### src/rtl/ips_pkg.sv
// ----------------------------------------------------------------------------
// ips_pkg: shared types and constants of the impact peak scorer
// Field widths, register indexes, reset values and the queued command type.
// ----------------------------------------------------------------------------
package ips_pkg;

  localparam int SAMPLE_BITS_DEF = 16;
  localparam int AXIS_W          = 16;
  localparam int ENERGY_W        = 32;
  localparam int SCORE_W         = 10;
  localparam int NUM_W           = ENERGY_W + SCORE_W;
  localparam int CNT_W           = 8;
  localparam int DECAY_W         = 3;

  localparam logic [SCORE_W-1:0] MAX_SCORE   = SCORE_W'(1000);
  localparam logic [DECAY_W-1:0] DECAY_TICKS = DECAY_W'(4);
  localparam logic [CNT_W-1:0]   CNT_MAX     = '1;

  // command queue, depth must be a power of two
  localparam int QUEUE_DEPTH = 2;
  localparam int QPTR_W      = $clog2(QUEUE_DEPTH);
  localparam int QCNT_W      = $clog2(QUEUE_DEPTH + 1);

  localparam int CFG_IDX_W  = 1;
  localparam int CFG_DATA_W = 32;
  localparam logic [CFG_IDX_W-1:0] CFG_FULL_SCALE   = CFG_IDX_W'(0);
  localparam logic [CFG_IDX_W-1:0] CFG_WINDOW_TICKS = CFG_IDX_W'(1);

  localparam logic [ENERGY_W-1:0] FULL_SCALE_RST   = ENERGY_W'(100000000);
  localparam logic [CNT_W-1:0]    WINDOW_TICKS_RST = CNT_W'(48);

  typedef struct packed {
    logic                func;    // 0 = start window, 1 = sample
    logic [ENERGY_W-1:0] energy;  // x*x + y*y + z*z
  } cmd_t;

endpackage

### src/rtl/ips_if.sv
// ----------------------------------------------------------------------------
// ips_if: valid/ready channels of the impact peak scorer
// Input channel carries start and sample items, output channel the results.
// ----------------------------------------------------------------------------
interface ips_in_if;
  import ips_pkg::*;

  logic                     valid;
  logic                     ready;
  logic                     func;
  logic signed [AXIS_W-1:0] accel_x;
  logic signed [AXIS_W-1:0] accel_y;
  logic signed [AXIS_W-1:0] accel_z;

  modport source (output valid, func, accel_x, accel_y, accel_z, input ready);
  modport sink   (input valid, func, accel_x, accel_y, accel_z, output ready);
endinterface

interface ips_out_if;
  import ips_pkg::*;

  logic               valid;
  logic               ready;
  logic               window_done;
  logic [SCORE_W-1:0] impact_score;
  logic               impact_seen;
  logic               window_open;

  modport source (output valid, window_done, impact_score, impact_seen, window_open,
                  input ready);
  modport sink   (input valid, window_done, impact_score, impact_seen, window_open,
                  output ready);
endinterface

### src/rtl/impact_peak_scorer.sv
// Path: a start or sample passes the front stage, command queue, back-end command
//   register and result register; a sample that closes the window also passes
//   ST_MUL, ST_START and, unless saturated, the 10-step divider. Back end takes one
//   at a time; front stage and 2-entry queue accept while it is busy, until full.
// Reset: synchronous rst_n clears window state and queue, sets config to defaults.
// ----------------------------------------------------------------------------
// impact_peak_scorer: impact strength score from 3-axis accelerometer samples
// Front stage squares the axes, a command queue feeds the scoring back end.
// ----------------------------------------------------------------------------
module impact_peak_scorer #(
  parameter int SAMPLE_BITS = ips_pkg::SAMPLE_BITS_DEF
) (
  input  logic                           clk,
  input  logic                           rst_n,
  ips_in_if.sink                         in_ch,
  ips_out_if.source                      out_ch,
  input  logic                           cfg_we,
  input  logic [ips_pkg::CFG_IDX_W-1:0]  cfg_idx,
  input  logic [ips_pkg::CFG_DATA_W-1:0] cfg_wdata
);
  import ips_pkg::*;

  logic [ENERGY_W-1:0] full_scale_r, full_scale_nxt;
  logic [CNT_W-1:0]    window_ticks_r, window_ticks_nxt;

  cmd_t push_cmd, pop_cmd;
  logic push_vld, push_rdy, pop_vld, pop;

  always_comb begin
    full_scale_nxt   = full_scale_r;
    window_ticks_nxt = window_ticks_r;
    if (cfg_we) begin
      case (cfg_idx)
        CFG_FULL_SCALE:   full_scale_nxt   = ENERGY_W'(cfg_wdata);
        CFG_WINDOW_TICKS: window_ticks_nxt = cfg_wdata[CNT_W-1:0];
        default: ;
      endcase
    end
  end

  always_ff @(posedge clk) begin
    if (!rst_n) begin
      full_scale_r   <= FULL_SCALE_RST;
      window_ticks_r <= WINDOW_TICKS_RST;
    end else begin
      full_scale_r   <= full_scale_nxt;
      window_ticks_r <= window_ticks_nxt;
    end
  end

  ips_front #(
    .SAMPLE_BITS (SAMPLE_BITS)
  ) u_front (
    .clk      (clk),
    .rst_n    (rst_n),
    .in_ch    (in_ch),
    .push_cmd (push_cmd),
    .push_vld (push_vld),
    .push_rdy (push_rdy)
  );

  ips_cmd_fifo u_fifo (
    .clk      (clk),
    .rst_n    (rst_n),
    .push_cmd (push_cmd),
    .push_vld (push_vld),
    .push_rdy (push_rdy),
    .pop_cmd  (pop_cmd),
    .pop_vld  (pop_vld),
    .pop      (pop)
  );

  ips_back u_back (
    .clk          (clk),
    .rst_n        (rst_n),
    .pop_cmd      (pop_cmd),
    .pop_vld      (pop_vld),
    .pop          (pop),
    .full_scale   (full_scale_r),
    .window_ticks (window_ticks_r),
    .out_ch       (out_ch)
  );

endmodule

### src/rtl/ips_front.sv
// ----------------------------------------------------------------------------
// ips_front: input stage of the impact peak scorer
// Accepts transactions, squares the three axes and forms queue commands.
// ----------------------------------------------------------------------------
module ips_front #(
  parameter int SAMPLE_BITS = ips_pkg::SAMPLE_BITS_DEF
) (
  input  logic         clk,
  input  logic         rst_n,
  ips_in_if.sink       in_ch,
  output ips_pkg::cmd_t push_cmd,
  output logic         push_vld,
  input  logic         push_rdy
);
  import ips_pkg::*;

  localparam int SQ_W  = 2 * SAMPLE_BITS;
  localparam int SUM_W = SQ_W + 2;

  // square of the low SAMPLE_BITS bits taken as two's complement
  function automatic logic [SQ_W-1:0] axis_sq(input logic [AXIS_W-1:0] raw);
    logic [SAMPLE_BITS-1:0] v;
    logic [SAMPLE_BITS-1:0] mag;
    v   = raw[SAMPLE_BITS-1:0];
    mag = v[SAMPLE_BITS-1] ? (~v + 1'b1) : v;
    return SQ_W'(mag) * SQ_W'(mag);
  endfunction

  logic            s_vld_r, s_vld_nxt;
  logic            s_func_r;
  logic [SQ_W-1:0] sq_x_r, sq_y_r, sq_z_r;
  logic            take;

  assign in_ch.ready = !s_vld_r || push_rdy;
  assign take        = in_ch.valid && in_ch.ready;

  always_comb begin
    s_vld_nxt = s_vld_r;
    if (take) begin
      s_vld_nxt = 1'b1;
    end else if (push_rdy) begin
      s_vld_nxt = 1'b0;
    end
  end

  always_ff @(posedge clk) begin
    if (!rst_n) begin
      s_vld_r <= 1'b0;
    end else begin
      s_vld_r <= s_vld_nxt;
    end
  end

  always_ff @(posedge clk) begin
    if (take) begin
      s_func_r <= in_ch.func;
      sq_x_r   <= axis_sq(in_ch.accel_x);
      sq_y_r   <= axis_sq(in_ch.accel_y);
      sq_z_r   <= axis_sq(in_ch.accel_z);
    end
  end

  assign push_vld        = s_vld_r;
  assign push_cmd.func   = s_func_r;
  assign push_cmd.energy = ENERGY_W'(SUM_W'(sq_x_r) + SUM_W'(sq_y_r) + SUM_W'(sq_z_r));

endmodule

### src/rtl/ips_cmd_fifo.sv
// ----------------------------------------------------------------------------
// ips_cmd_fifo: command queue between front and back end
// Small register queue so that each side can stall on its own.
// ----------------------------------------------------------------------------
module ips_cmd_fifo (
  input  logic          clk,
  input  logic          rst_n,
  input  ips_pkg::cmd_t push_cmd,
  input  logic          push_vld,
  output logic          push_rdy,
  output ips_pkg::cmd_t pop_cmd,
  output logic          pop_vld,
  input  logic          pop
);
  import ips_pkg::*;

  cmd_t              mem_r [QUEUE_DEPTH];
  logic [QPTR_W-1:0] wr_ptr_r, wr_ptr_nxt;
  logic [QPTR_W-1:0] rd_ptr_r, rd_ptr_nxt;
  logic [QCNT_W-1:0] cnt_r, cnt_nxt;
  logic              push_ok, pop_ok;

  assign push_rdy = (cnt_r != QCNT_W'(QUEUE_DEPTH));
  assign pop_vld  = (cnt_r != '0);
  assign pop_cmd  = mem_r[rd_ptr_r];
  assign push_ok  = push_vld && push_rdy;
  assign pop_ok   = pop && pop_vld;

  always_comb begin
    wr_ptr_nxt = push_ok ? wr_ptr_r + 1'b1 : wr_ptr_r;
    rd_ptr_nxt = pop_ok ? rd_ptr_r + 1'b1 : rd_ptr_r;
    cnt_nxt    = cnt_r + QCNT_W'(push_ok) - QCNT_W'(pop_ok);
  end

  always_ff @(posedge clk) begin
    if (!rst_n) begin
      wr_ptr_r <= '0;
      rd_ptr_r <= '0;
      cnt_r    <= '0;
    end else begin
      wr_ptr_r <= wr_ptr_nxt;
      rd_ptr_r <= rd_ptr_nxt;
      cnt_r    <= cnt_nxt;
    end
  end

  always_ff @(posedge clk) begin
    if (push_ok) begin
      mem_r[wr_ptr_r] <= push_cmd;
    end
  end

endmodule

### src/rtl/ips_div.sv
// ----------------------------------------------------------------------------
// ips_div: restoring divider for the score
// One quotient bit per cycle; the caller guarantees a quotient below 2**SCORE_W.
// ----------------------------------------------------------------------------
module ips_div (
  input  logic                         clk,
  input  logic                         rst_n,
  input  logic                         start,
  input  logic [ips_pkg::NUM_W-1:0]    num,
  input  logic [ips_pkg::ENERGY_W-1:0] den,
  output logic                         done,
  output logic [ips_pkg::SCORE_W-1:0]  quo
);
  import ips_pkg::*;

  localparam int STEP_W = $clog2(SCORE_W);

  logic              busy_r, busy_nxt;
  logic              done_r, done_nxt;
  logic [STEP_W-1:0] step_r, step_nxt;
  logic [NUM_W-1:0]  rem_r, rem_nxt;
  logic [NUM_W-1:0]  dsh_r, dsh_nxt;
  logic [SCORE_W-1:0] quo_r, quo_nxt;
  logic              fit;

  assign fit = (rem_r >= dsh_r);

  always_comb begin
    busy_nxt = busy_r;
    done_nxt = 1'b0;
    step_nxt = step_r;
    rem_nxt  = rem_r;
    dsh_nxt  = dsh_r;
    quo_nxt  = quo_r;
    if (start) begin
      busy_nxt = 1'b1;
      step_nxt = STEP_W'(SCORE_W - 1);
      rem_nxt  = num;
      dsh_nxt  = NUM_W'(den) << (SCORE_W - 1);
      quo_nxt  = '0;
    end else if (busy_r) begin
      if (fit) begin
        rem_nxt = rem_r - dsh_r;
      end
      quo_nxt = {quo_r[SCORE_W-2:0], fit};
      dsh_nxt = dsh_r >> 1;
      if (step_r == '0) begin
        busy_nxt = 1'b0;
        done_nxt = 1'b1;
      end else begin
        step_nxt = step_r - 1'b1;
      end
    end
  end

  always_ff @(posedge clk) begin
    if (!rst_n) begin
      busy_r <= 1'b0;
      done_r <= 1'b0;
    end else begin
      busy_r <= busy_nxt;
      done_r <= done_nxt;
    end
  end

  always_ff @(posedge clk) begin
    step_r <= step_nxt;
    rem_r  <= rem_nxt;
    dsh_r  <= dsh_nxt;
    quo_r  <= quo_nxt;
  end

  assign done = done_r;
  assign quo  = quo_r;

endmodule

### src/rtl/ips_back.sv
// ----------------------------------------------------------------------------
// ips_back: window state and scoring back end
// Pops one command at a time, updates the window state, scores closed windows.
// ----------------------------------------------------------------------------
module ips_back (
  input  logic                         clk,
  input  logic                         rst_n,
  input  ips_pkg::cmd_t                pop_cmd,
  input  logic                         pop_vld,
  output logic                         pop,
  input  logic [ips_pkg::ENERGY_W-1:0] full_scale,
  input  logic [ips_pkg::CNT_W-1:0]    window_ticks,
  ips_out_if.source                    out_ch
);
  import ips_pkg::*;

  typedef enum logic [4:0] {
    ST_IDLE  = 5'b00001,
    ST_EVAL  = 5'b00010,
    ST_MUL   = 5'b00100,
    ST_START = 5'b01000,
    ST_WAIT  = 5'b10000
  } state_t;

  localparam int RISE5_W = ENERGY_W + 3;

  state_t              state_r, state_nxt;
  cmd_t                cmd_r;
  logic                active_r, active_nxt;
  logic [ENERGY_W-1:0] base_r, base_nxt;
  logic [ENERGY_W-1:0] peak_r, peak_nxt;
  logic [CNT_W-1:0]    cnt_r, cnt_nxt;
  logic [DECAY_W-1:0]  decay_r, decay_nxt;
  logic                onset_r, onset_nxt;
  logic [NUM_W-1:0]    prod_r;
  logic                sat_r;

  logic                out_vld_r, out_vld_nxt;
  logic                res_done_r, res_done_nxt;
  logic [SCORE_W-1:0]  res_score_r, res_score_nxt;
  logic                res_seen_r, res_seen_nxt;
  logic                res_open_r, res_open_nxt;

  logic                div_start, div_done;
  logic [SCORE_W-1:0]  div_quo;

  logic                gt_peak, over;
  logic [ENERGY_W-1:0] rise, imp;
  logic [RISE5_W-1:0]  rise5;

  assign pop     = (state_r == ST_IDLE) && pop_vld && !out_vld_r;
  assign gt_peak = (cmd_r.energy > peak_r);
  // onset test rise > fs/5 done as 5*rise > fs
  assign rise    = cmd_r.energy - base_r;
  assign rise5   = RISE5_W'({rise, 2'b00}) + RISE5_W'(rise);
  assign over    = (rise5 > RISE5_W'(full_scale));
  // peak never drops below baseline inside a window
  assign imp     = peak_r - base_r;

  always_comb begin
    logic [ENERGY_W-1:0] base_v, peak_v;
    logic [DECAY_W-1:0]  decay_v;
    logic [CNT_W-1:0]    cnt_v;
    logic                onset_v, close_v;

    state_nxt     = state_r;
    active_nxt    = active_r;
    base_nxt      = base_r;
    peak_nxt      = peak_r;
    cnt_nxt       = cnt_r;
    decay_nxt     = decay_r;
    onset_nxt     = onset_r;
    div_start     = 1'b0;
    out_vld_nxt   = out_vld_r && !out_ch.ready;
    res_done_nxt  = res_done_r;
    res_score_nxt = res_score_r;
    res_seen_nxt  = res_seen_r;
    res_open_nxt  = res_open_r;

    base_v  = base_r;
    peak_v  = peak_r;
    decay_v = decay_r;
    onset_v = onset_r;
    cnt_v   = (cnt_r == CNT_MAX) ? cnt_r : cnt_r + 1'b1;
    if (cnt_r == '0) begin
      base_v = cmd_r.energy;
      peak_v = cmd_r.energy;
    end else if (gt_peak) begin
      peak_v  = cmd_r.energy;
      decay_v = '0;
      if (over) begin
        onset_v = 1'b1;
      end
    end else if (onset_r && (decay_r < DECAY_TICKS)) begin
      decay_v = decay_r + 1'b1;
    end
    close_v = (cnt_v >= window_ticks) || (onset_v && (decay_v >= DECAY_TICKS));

    case (state_r)
      ST_IDLE: begin
        if (pop) begin
          state_nxt = ST_EVAL;
        end
      end
      ST_EVAL: begin
        if (!cmd_r.func) begin
          // open a fresh window
          active_nxt    = 1'b1;
          base_nxt      = '0;
          peak_nxt      = '0;
          cnt_nxt       = '0;
          decay_nxt     = '0;
          onset_nxt     = 1'b0;
          out_vld_nxt   = 1'b1;
          res_done_nxt  = 1'b0;
          res_score_nxt = '0;
          res_seen_nxt  = 1'b0;
          res_open_nxt  = 1'b1;
          state_nxt     = ST_IDLE;
        end else if (!active_r) begin
          // drop the sample, report held state
          out_vld_nxt   = 1'b1;
          res_done_nxt  = 1'b0;
          res_score_nxt = '0;
          res_seen_nxt  = onset_r;
          res_open_nxt  = 1'b0;
          state_nxt     = ST_IDLE;
        end else begin
          base_nxt  = base_v;
          peak_nxt  = peak_v;
          cnt_nxt   = cnt_v;
          decay_nxt = decay_v;
          onset_nxt = onset_v;
          if (close_v) begin
            active_nxt = 1'b0;
            state_nxt  = ST_MUL;
          end else begin
            out_vld_nxt   = 1'b1;
            res_done_nxt  = 1'b0;
            res_score_nxt = '0;
            res_seen_nxt  = onset_v;
            res_open_nxt  = 1'b1;
            state_nxt     = ST_IDLE;
          end
        end
      end
      ST_MUL: begin
        state_nxt = ST_START;
      end
      ST_START: begin
        if (sat_r) begin
          out_vld_nxt   = 1'b1;
          res_done_nxt  = 1'b1;
          res_score_nxt = MAX_SCORE;
          res_seen_nxt  = onset_r;
          res_open_nxt  = 1'b0;
          state_nxt     = ST_IDLE;
        end else begin
          div_start = 1'b1;
          state_nxt = ST_WAIT;
        end
      end
      ST_WAIT: begin
        if (div_done) begin
          out_vld_nxt   = 1'b1;
          res_done_nxt  = 1'b1;
          res_score_nxt = div_quo;
          res_seen_nxt  = onset_r;
          res_open_nxt  = 1'b0;
          state_nxt     = ST_IDLE;
        end
      end
      default: begin
        state_nxt = ST_IDLE;
      end
    endcase
  end

  always_ff @(posedge clk) begin
    if (!rst_n) begin
      state_r   <= ST_IDLE;
      active_r  <= 1'b0;
      base_r    <= '0;
      peak_r    <= '0;
      cnt_r     <= '0;
      decay_r   <= '0;
      onset_r   <= 1'b0;
      out_vld_r <= 1'b0;
    end else begin
      state_r   <= state_nxt;
      active_r  <= active_nxt;
      base_r    <= base_nxt;
      peak_r    <= peak_nxt;
      cnt_r     <= cnt_nxt;
      decay_r   <= decay_nxt;
      onset_r   <= onset_nxt;
      out_vld_r <= out_vld_nxt;
    end
  end

  always_ff @(posedge clk) begin
    if (pop) begin
      cmd_r <= pop_cmd;
    end
    if (state_r == ST_MUL) begin
      prod_r <= NUM_W'(imp) * NUM_W'(MAX_SCORE);
      sat_r  <= (imp >= full_scale);
    end
    res_done_r  <= res_done_nxt;
    res_score_r <= res_score_nxt;
    res_seen_r  <= res_seen_nxt;
    res_open_r  <= res_open_nxt;
  end

  ips_div u_div (
    .clk   (clk),
    .rst_n (rst_n),
    .start (div_start),
    .num   (prod_r),
    .den   (full_scale),
    .done  (div_done),
    .quo   (div_quo)
  );

  assign out_ch.valid        = out_vld_r;
  assign out_ch.window_done  = res_done_r;
  assign out_ch.impact_score = res_score_r;
  assign out_ch.impact_seen  = res_seen_r;
  assign out_ch.window_open  = res_open_r;

`ifndef SYNTHESIS
  a_peak_ge_base: assert property (@(posedge clk) disable iff (!rst_n)
    (active_r && (cnt_r != '0)) |-> (peak_r >= base_r))
    else $error("peak below baseline in an open window");

  a_decay_sat: assert property (@(posedge clk) disable iff (!rst_n)
    decay_r <= DECAY_TICKS)
    else $error("decay count past saturation");

  a_score_range: assert property (@(posedge clk) disable iff (!rst_n)
    out_vld_r |-> (res_score_r <= MAX_SCORE))
    else $error("score out of range");

  a_done_closed: assert property (@(posedge clk) disable iff (!rst_n)
    (out_vld_r && res_done_r) |-> (!active_r && !res_open_r))
    else $error("closing result with window still open");

  a_div_in_wait: assert property (@(posedge clk) disable iff (!rst_n)
    div_done |-> (state_r == ST_WAIT))
    else $error("divider finished outside wait state");
`endif

endmodule
### src/flat_wrapper.sv
// flat-port wrapper written by rule: the top's interface ports become plain ports
module impact_peak_scorer_flat import ips_pkg::*;
#(
  parameter int SAMPLE_BITS = ips_pkg::SAMPLE_BITS_DEF
)
  (clk, rst_n, cfg_we, cfg_idx, cfg_wdata, in_ch_valid, in_ch_func, in_ch_accel_x, in_ch_accel_y, in_ch_accel_z, in_ch_ready, out_ch_valid, out_ch_window_done, out_ch_impact_score, out_ch_impact_seen, out_ch_window_open, out_ch_ready);
  ips_in_if in_ch_i ();
  ips_out_if out_ch_i ();
  input  logic clk;
  input  logic rst_n;
  input  logic cfg_we;
  input  logic [ips_pkg::CFG_IDX_W-1:0] cfg_idx;
  input  logic [ips_pkg::CFG_DATA_W-1:0] cfg_wdata;
  input wire logic [$bits(in_ch_i.valid)-1:0] in_ch_valid;
  input wire logic [$bits(in_ch_i.func)-1:0] in_ch_func;
  input wire logic [$bits(in_ch_i.accel_x)-1:0] in_ch_accel_x;
  input wire logic [$bits(in_ch_i.accel_y)-1:0] in_ch_accel_y;
  input wire logic [$bits(in_ch_i.accel_z)-1:0] in_ch_accel_z;
  output wire logic [$bits(in_ch_i.ready)-1:0] in_ch_ready;
  output wire logic [$bits(out_ch_i.valid)-1:0] out_ch_valid;
  output wire logic [$bits(out_ch_i.window_done)-1:0] out_ch_window_done;
  output wire logic [$bits(out_ch_i.impact_score)-1:0] out_ch_impact_score;
  output wire logic [$bits(out_ch_i.impact_seen)-1:0] out_ch_impact_seen;
  output wire logic [$bits(out_ch_i.window_open)-1:0] out_ch_window_open;
  input wire logic [$bits(out_ch_i.ready)-1:0] out_ch_ready;
  assign in_ch_i.valid = in_ch_valid;
  assign in_ch_i.func = in_ch_func;
  assign in_ch_i.accel_x = in_ch_accel_x;
  assign in_ch_i.accel_y = in_ch_accel_y;
  assign in_ch_i.accel_z = in_ch_accel_z;
  assign in_ch_ready = in_ch_i.ready;
  assign out_ch_valid = out_ch_i.valid;
  assign out_ch_window_done = out_ch_i.window_done;
  assign out_ch_impact_score = out_ch_i.impact_score;
  assign out_ch_impact_seen = out_ch_i.impact_seen;
  assign out_ch_window_open = out_ch_i.window_open;
  assign out_ch_i.ready = out_ch_ready;
  impact_peak_scorer #(.SAMPLE_BITS(SAMPLE_BITS)) u_core (.clk(clk), .rst_n(rst_n), .in_ch(in_ch_i), .out_ch(out_ch_i), .cfg_we(cfg_we), .cfg_idx(cfg_idx), .cfg_wdata(cfg_wdata));
endmodule
### config.mk
export PLATFORM = sky130hd
export DESIGN_NAME = impact_peak_scorer_flat
export DESIGN_NICKNAME = d
export VERILOG_FILES = /design/src/rtl/ips_pkg.sv /design/src/rtl/ips_if.sv /design/src/rtl/impact_peak_scorer.sv /design/src/rtl/ips_front.sv /design/src/rtl/ips_cmd_fifo.sv /design/src/rtl/ips_div.sv /design/src/rtl/ips_back.sv /design/src/flat_wrapper.sv
export SDC_FILE = /design/constraint.sdc
export NUM_CORES = 2
export LEC_CHECK = 0
export ABC_AREA = 1
export BUFFER_PORTS_ARGS = -buffer_cell sky130_fd_sc_hd__buf_4
export CORE_MARGIN = 1
export CORE_UTILIZATION = 30
export CTS_CLUSTER_SIZE = 28
export DETAILED_ROUTE_END_ITERATION = 12
export SYNTH_ARGS = -nofsm -noshare
export SYNTH_HDL_FRONTEND = slang
export SYNTH_HIERARCHICAL = 1
export SYNTH_SLANG_ARGS = --single-unit
### constraint.sdc
create_clock -name clk -period 15.2 [get_ports clk]
set_clock_uncertainty 0.2 [all_clocks]
set_input_delay 0.76 -clock clk [delete_from_list [all_inputs] [get_ports clk]]
set_output_delay 0.76 -clock clk [all_outputs]
set_load 0.02 [all_outputs]
# Word level (Yosys, flattened, before mapping)
# Memory sizes are Yosys's and may differ from the RTL's. A register that Yosys moved wholly into a read port is not among the register bits.
# Cells that the tools add are included.
[op_classes]
add_sub_neg = 16
mul = 4
magnitude_cmp = 7
n_eq_ne = 14
mux = 78
bitwise_logic = 7
reduce_logical = 30
[op_table]
columns = ["operator", "count"]
rows = [
  ["2-to-1 mux 32 bit", 7],
  ["2-to-1 mux 42 bit", 3],
  ["multiplier 16 x 16 -> 32 bit", 3],
  ["2-to-1 mux 41 bit", 2],
  ["adder 32 bit", 2],
  ["subtractor 32 bit", 2],
  ["2-to-1 mux 10 bit", 5],
  ["adder 16 x 1 -> 16 bit (second input constant)", 3],
  ["2-to-1 mux 16 bit", 3],
  ["inverter 16 bit", 3],
  [">= comparator 42 x 41 -> 1 bit", 1],
  ["subtractor 42 x 41 -> 42 bit", 1],
  ["multiplier 32 x 7 -> 39 bit (second input constant)", 1],
  ["2-to-1 mux 1 bit", 38],
  ["adder 34 x 32 -> 35 bit", 1],
  ["> comparator 35 x 32 -> 1 bit", 1],
  [">= comparator 32 bit", 1],
  ["> comparator 32 bit", 1],
  ["case mux 10 bit (3 select lines)", 1],
  ["case mux 5 bit (5 select lines)", 1],
  ["2-to-1 mux 3 bit", 8],
  ["2-to-1 mux 8 bit", 3],
  ["2-to-1 mux 5 bit", 3],
  ["case mux 1 bit (3 select lines)", 4],
  ["31 further kinds", 58],
]
[totals]
register_bits = 377
ramBits = 66
inputBits = 87
output_inout_bits = 15
elab_cells = 189
n_memories = 1
[mem_list]
columns = ["memory", "words", "width", "rd", "rd_ports_with_merged_regs", "wr", "line_no", "source"]
rows = [
  ["u_core.u_fifo.mem_r", 2, 33, 1, 1, 1, "ips_cmd_fifo.sv:17", "cmd_t mem_r [QUEUE_DEPTH];"],
]

# Logic depth before layout (Yosys ltp)
[logic_depth]
ltp_word = 12
depth_mapped = 36
depth_no_buf = 34

# Cells and area by module
# Netlist, hierarchy kept.
[modules_own_cells]
columns = ["module", "instances", "cells_each", "area_per_inst_um2", "seq_area_each_um2"]
rows = [
  ["ips_front", 1, 3710, 29321.9, 2842.7],
  ["ips_back", 1, 2224, 18426.4, 4244.1],
  ["ips_div", 1, 1082, 7268.2, 2722.6],
  ["ips_cmd_fifo", 1, 139, 2772.7, 2082.0],
  ["impact_peak_scorer", 1, 220, 1569.0, 800.8],
]

# Worst setup path after synthesis
# Ideal clock, no wire load.
[synth_path]
path_type = "input to register"
startpoint = "input port in_ch_accel_x[0]"
endpoint = "register u_core.u_front.sq_x_r[21] (data pin)"
setup_ns = 0.253
arrival_time_ns = 6.488
setup_slack_ns = 8.259
cell_stages = 31
path_buffers = 2
cell_sequence = "buf_6 -> inv_1 -> clkbuf_1 -> ha_1 -> nand2_1 -> nor2_2 -> nand2_1 -> nand2_2 -> nand2_2 -> xnor2_4 -> inv_4 -> nand2_1 -> fa_1 -> fa_1 -> inv_1 -> fa_1 -> fa_1 -> fa_1 -> inv_1 -> fa_1 -> inv_1 -> ha_1 -> nand2_1 -> nor2_1 -> inv_1 -> nor2_1 -> nand4_1 -> nand3_1 -> nand2_1 -> inv_1 -> nor2_1"
[synth_between]
elab_chain_len = 4
[synth_rtl]
columns = ["element", "line_no", "source"]
rows = [
  ["from (decl)", "flat_wrapper.sv:16", "input wire logic [$bits(in_ch_i.accel_x)-1:0] in_ch_accel_x;"],
  ["inverter 16 bit", "ips_front.sv:25", "mag = v[SAMPLE_BITS-1] ? (~v + 1'b1) : v;"],
  ["adder 16 x 1 -> 16 bit", "ips_front.sv:25", ""],
  ["2-to-1 mux 16 bit (*)", "ips_front.sv:25", ""],
  ["multiplier 16 x 16 -> 32 bit (*)", "ips_front.sv:26", "return SQ_W'(mag) * SQ_W'(mag);"],
  ["to (signal assigned)", "ips_front.sv:57", "sq_x_r <= axis_sq(in_ch.accel_x);"],
  ["to (decl)", "ips_front.sv:31", "logic [SQ_W-1:0] sq_x_r, sq_y_r, sq_z_r;"],
]
# Every way passes the cells marked *; elsewhere a longest branch is shown, timed or not.
# A chain may end at the register's enable or synchronous reset.

# Worst setup path in the final report
[layout_path]
startpoint = "register u_core.u_back.peak_r[0]"
endpoint = "register u_core.u_back.prod_r[39] (data pin)"
[layout_between]
elab_chain_len = 2
[layout_rtl]
columns = ["element", "line_no", "source"]
rows = [
  ["from (decl)", "ips_back.sv:31", "logic [ENERGY_W-1:0] peak_r, peak_nxt;"],
  ["from (signal assigned)", "ips_back.sv:193", "peak_r <= peak_nxt;"],
  ["subtractor 32 bit", "ips_back.sv:58", "assign imp = peak_r - base_r;"],
  ["multiplier 32 x 7 -> 39 bit", "ips_back.sv:206", "prod_r <= NUM_W'(imp) * NUM_W'(MAX_SCORE);"],
  ["to (signal assigned)", "ips_back.sv:206", ""],
  ["to (decl)", "ips_back.sv:35", "logic [NUM_W-1:0] prod_r;"],
]
# No other way between the ends.

==> results_dict.tcl <==
set metrics [dict create \
    status "finished, final reports clean" \
    whs_endpoint "u_core/u_front/s_func_r" \
    clock_path_buffers 3 \
    fillers 20800 \
    hold_class "in2reg" \
    grt.overflow.total 0 \
    grtUsageMet2_pct 29.4 \
    crit_slowest_cell "xor2_1" \
    slew_headroom_pct 32.0 \
    fin_tns_setup_ns 0 \
    setup_ws_ns 7.61 \
    synthMostInstantiatedCell "nand2_1" \
    critical_path_class "reg2reg" \
    pin_count 102 \
    synth_edf_count 320 \
    syn_area_um2 59400 \
    place.gp.congestion 0.958 \
    worst-path-max-fanout 6 \
    cp.depth 33 \
    synth_commonest_cells "nand2_1, inv_1, ha_1" \
    postSynthAreaPerCell_um2 8.05 \
    min_period_ns 7.59 \
    synth-seq-cells 474 \
    cap_violations 0 \
    crit_top_cell "nand2_1" \
    rrSetupSlack_ns 7.61 \
    grt_start_max_net_pins 89 \
    grt_util_met1_pct 19.5 \
    synth_top_family_by_area "adder cells" \
    cts_tree "yes" \
    setup_viol 0 \
    clock-sinks 474 \
    synthSimpleGateAreaFrac_pct 19.6 \
    r2r-start "u_core/u_back/peak_r[0]" \
    r2r_end "u_core/u_back/prod_r[39]" \
    track_usage_pct 16.0 \
    use_met3_pct 1.26 \
    max_freq_mhz 132 \
    synth_xor_area_share_pct 3.42 \
    clk_pin_slew_ns 0.06 \
    finalHoldViolCount 0 \
    critical-path-max-stage-delay_ns 0.65 \
    hold_buffers 0 \
    ys_top_cells_by_area "fa_1, edfxtp_1, ha_1" \
    ys_async_sr_fraction_pct 0 \
    dr_total_vias 47100 \
    drt_first_pass_iters 6 \
    muxShareOfSynthArea_pct 0.816 \
    fin_nets 8858 \
    initial_core_util_pct 30.3 \
    fp.dieArea_um2 200000 \
    dp_slack_ns 7.14 \
    critPathLaunchType "register" \
    crit_path_start "u_core/u_back/peak_r[0]" \
    clk_latency_ns 0.64 \
    drt_iter0_drc 2629 \
    post_cts_buffers 0 \
    yosys.area.top_type "fa_1" \
    end_kind "register" \
    synth_cell_types 75 \
    clock_tree.root_cell "clkbuf_16" \
    drive_gt1_share_pct 6.05 \
    synth-compound-area-share_pct 8.45 \
    ant_nets 0 \
    htreeDepth 2 \
    tightest_slew_ns 1.02 \
    holdPathStages 1 \
    synth_top_area_share_pct 21.7 \
    dp_hpwl_um 135000 \
    path_buf_inv 4 \
    final_core_util_pct 33.2 \
    fp.dieH_um 447 \
    globalRoute.busiestLayer "met2" \
    cts_buffers 57 \
    netlist_instances 7375 \
    rsz0062_at_grt "false" \
    die_w_um 447 \
    yosysSeqAreaShare_pct 21.4 \
    area_growth_pct 9.57 \
    grt_pass1_vias 48800 \
    crit_required_ns 15.39 \
    core_um2 196000 \
    period_share_pct 50.0 \
    synth-adder-area-share_pct 35.3 \
    drcViolationCount 0 \
    antenna_found_initial 2 \
    synth_ff_type "edfxtp_1" \
    ys.warnings.count 6 \
    portBuffers 101 \
    avgRoutedWirePerCell_um 15.7 \
    totalWireLength_um 159000 \
    rows 162 \
    worst-r2r-cell-count 33 \
    cp.arrival_ns 7.78 \
    grt_pass1_wl_um 256000 \
    avgViaCountPerCell 4.64 \
    drv_slew 0 \
    worstHoldStart "in_ch_func" \
    cts_resized 0 \
    crit_family "adder cells" \
]
-- flip-flops by register name, indices dropped and copies added (netlist names), 32 cells and up, named ones only --
register	count
u_core/full_scale_r	32
u_core/u_back/peak_r	32
u_core/u_back/u_div/rem_r	42
u_core/u_fifo/mem_r	66
u_core/u_back/base_r	32
u_core/u_back/u_div/dsh_r	41
u_core/u_back/cmd_r	33
u_core/u_back/prod_r	39
-- cells by family after synthesis --
group / Yosys count
AOI/OAI and AO/OA: 890
xor gates and xnor gates: 220
adders and majority gates: 1288
buffers and inverters: 1686
DFF: 474
muxes: 33
other: 3
and+or+nand+nor: 2781
-- per-stage QoR --
| step | std cells | instance area [um2] | hold slack (ns) |
|---|---|---|---|
| floorplan | 7411 | 59500 | 0.229 |
| global placement | 10000 | 63100 | 0.226 |
| detailed placement | 10000 | 63100 | 0.231 |
| CTS | 10200 | 65000 | 0.0596 |
| global route | 10200 | 65000 | 0.0731 |
| finish | 10200 | 65000 | 0.114 |
-- routing by layer --
metal | up-vias | wire length (um)
met5 | - | 13
met3 | 208 | 4580
met1 | 22700 | 68300
met2 | 805 | 80900
li1 | 23400 | -
met4 | 2 | 5160
-- cell usage in the layout, fill, tap and decap left out, drive strengths merged, types with 9 or more instances in the layout --
master  instances
o211ai          9
nand4          65
or2            16
o21a           26
a31oi          20
nand3b         14
nor4           10
xnor2          70
and2           13
nor3           49
fa            642
inv          1580
dfxtp         154
mux2           33
o21ai         297
buf           119
nand2        1660
a21o           32
clkinv         23
ha            646
nand3         320
o21bai         25
conb           39
nor2          630
clkbuf         78
edfxtp        320
a21oi         429
xor2          150
o22ai          15
a21boi         11
-- worst max path at each step --
stage	endpoint	slack (ns)
after floorplan	u_core/u_front/sq_x_r[21]	8.26
after global placement	u_core/u_front/sq_y_r[27]	7.20
after detailed placement	u_core/u_front/sq_y_r[27]	7.14
after CTS	u_core/u_back/prod_r[39]	7.61
after global routing	u_core/u_back/prod_r[39]	7.10
final	u_core/u_back/prod_r[39]	7.61
-- final cells by class --
class	count	area, um2	area share, %
Clock inverter	29	294	0.452
Sequential cell	474	12700	19.5
Timing Repair Buffer	119	893	1.37
Tap cell	2624	3280	5.05
Multi-Input combinational cell	5251	40300	62.0
Antenna cell	1	2.50	0.00385
Inverter	1580	5930	9.12
Clock buffer	78	1630	2.51
Power is not shown: default switching activity piles up to over one toggle a cycle in this logic, so the estimate is an artifact.
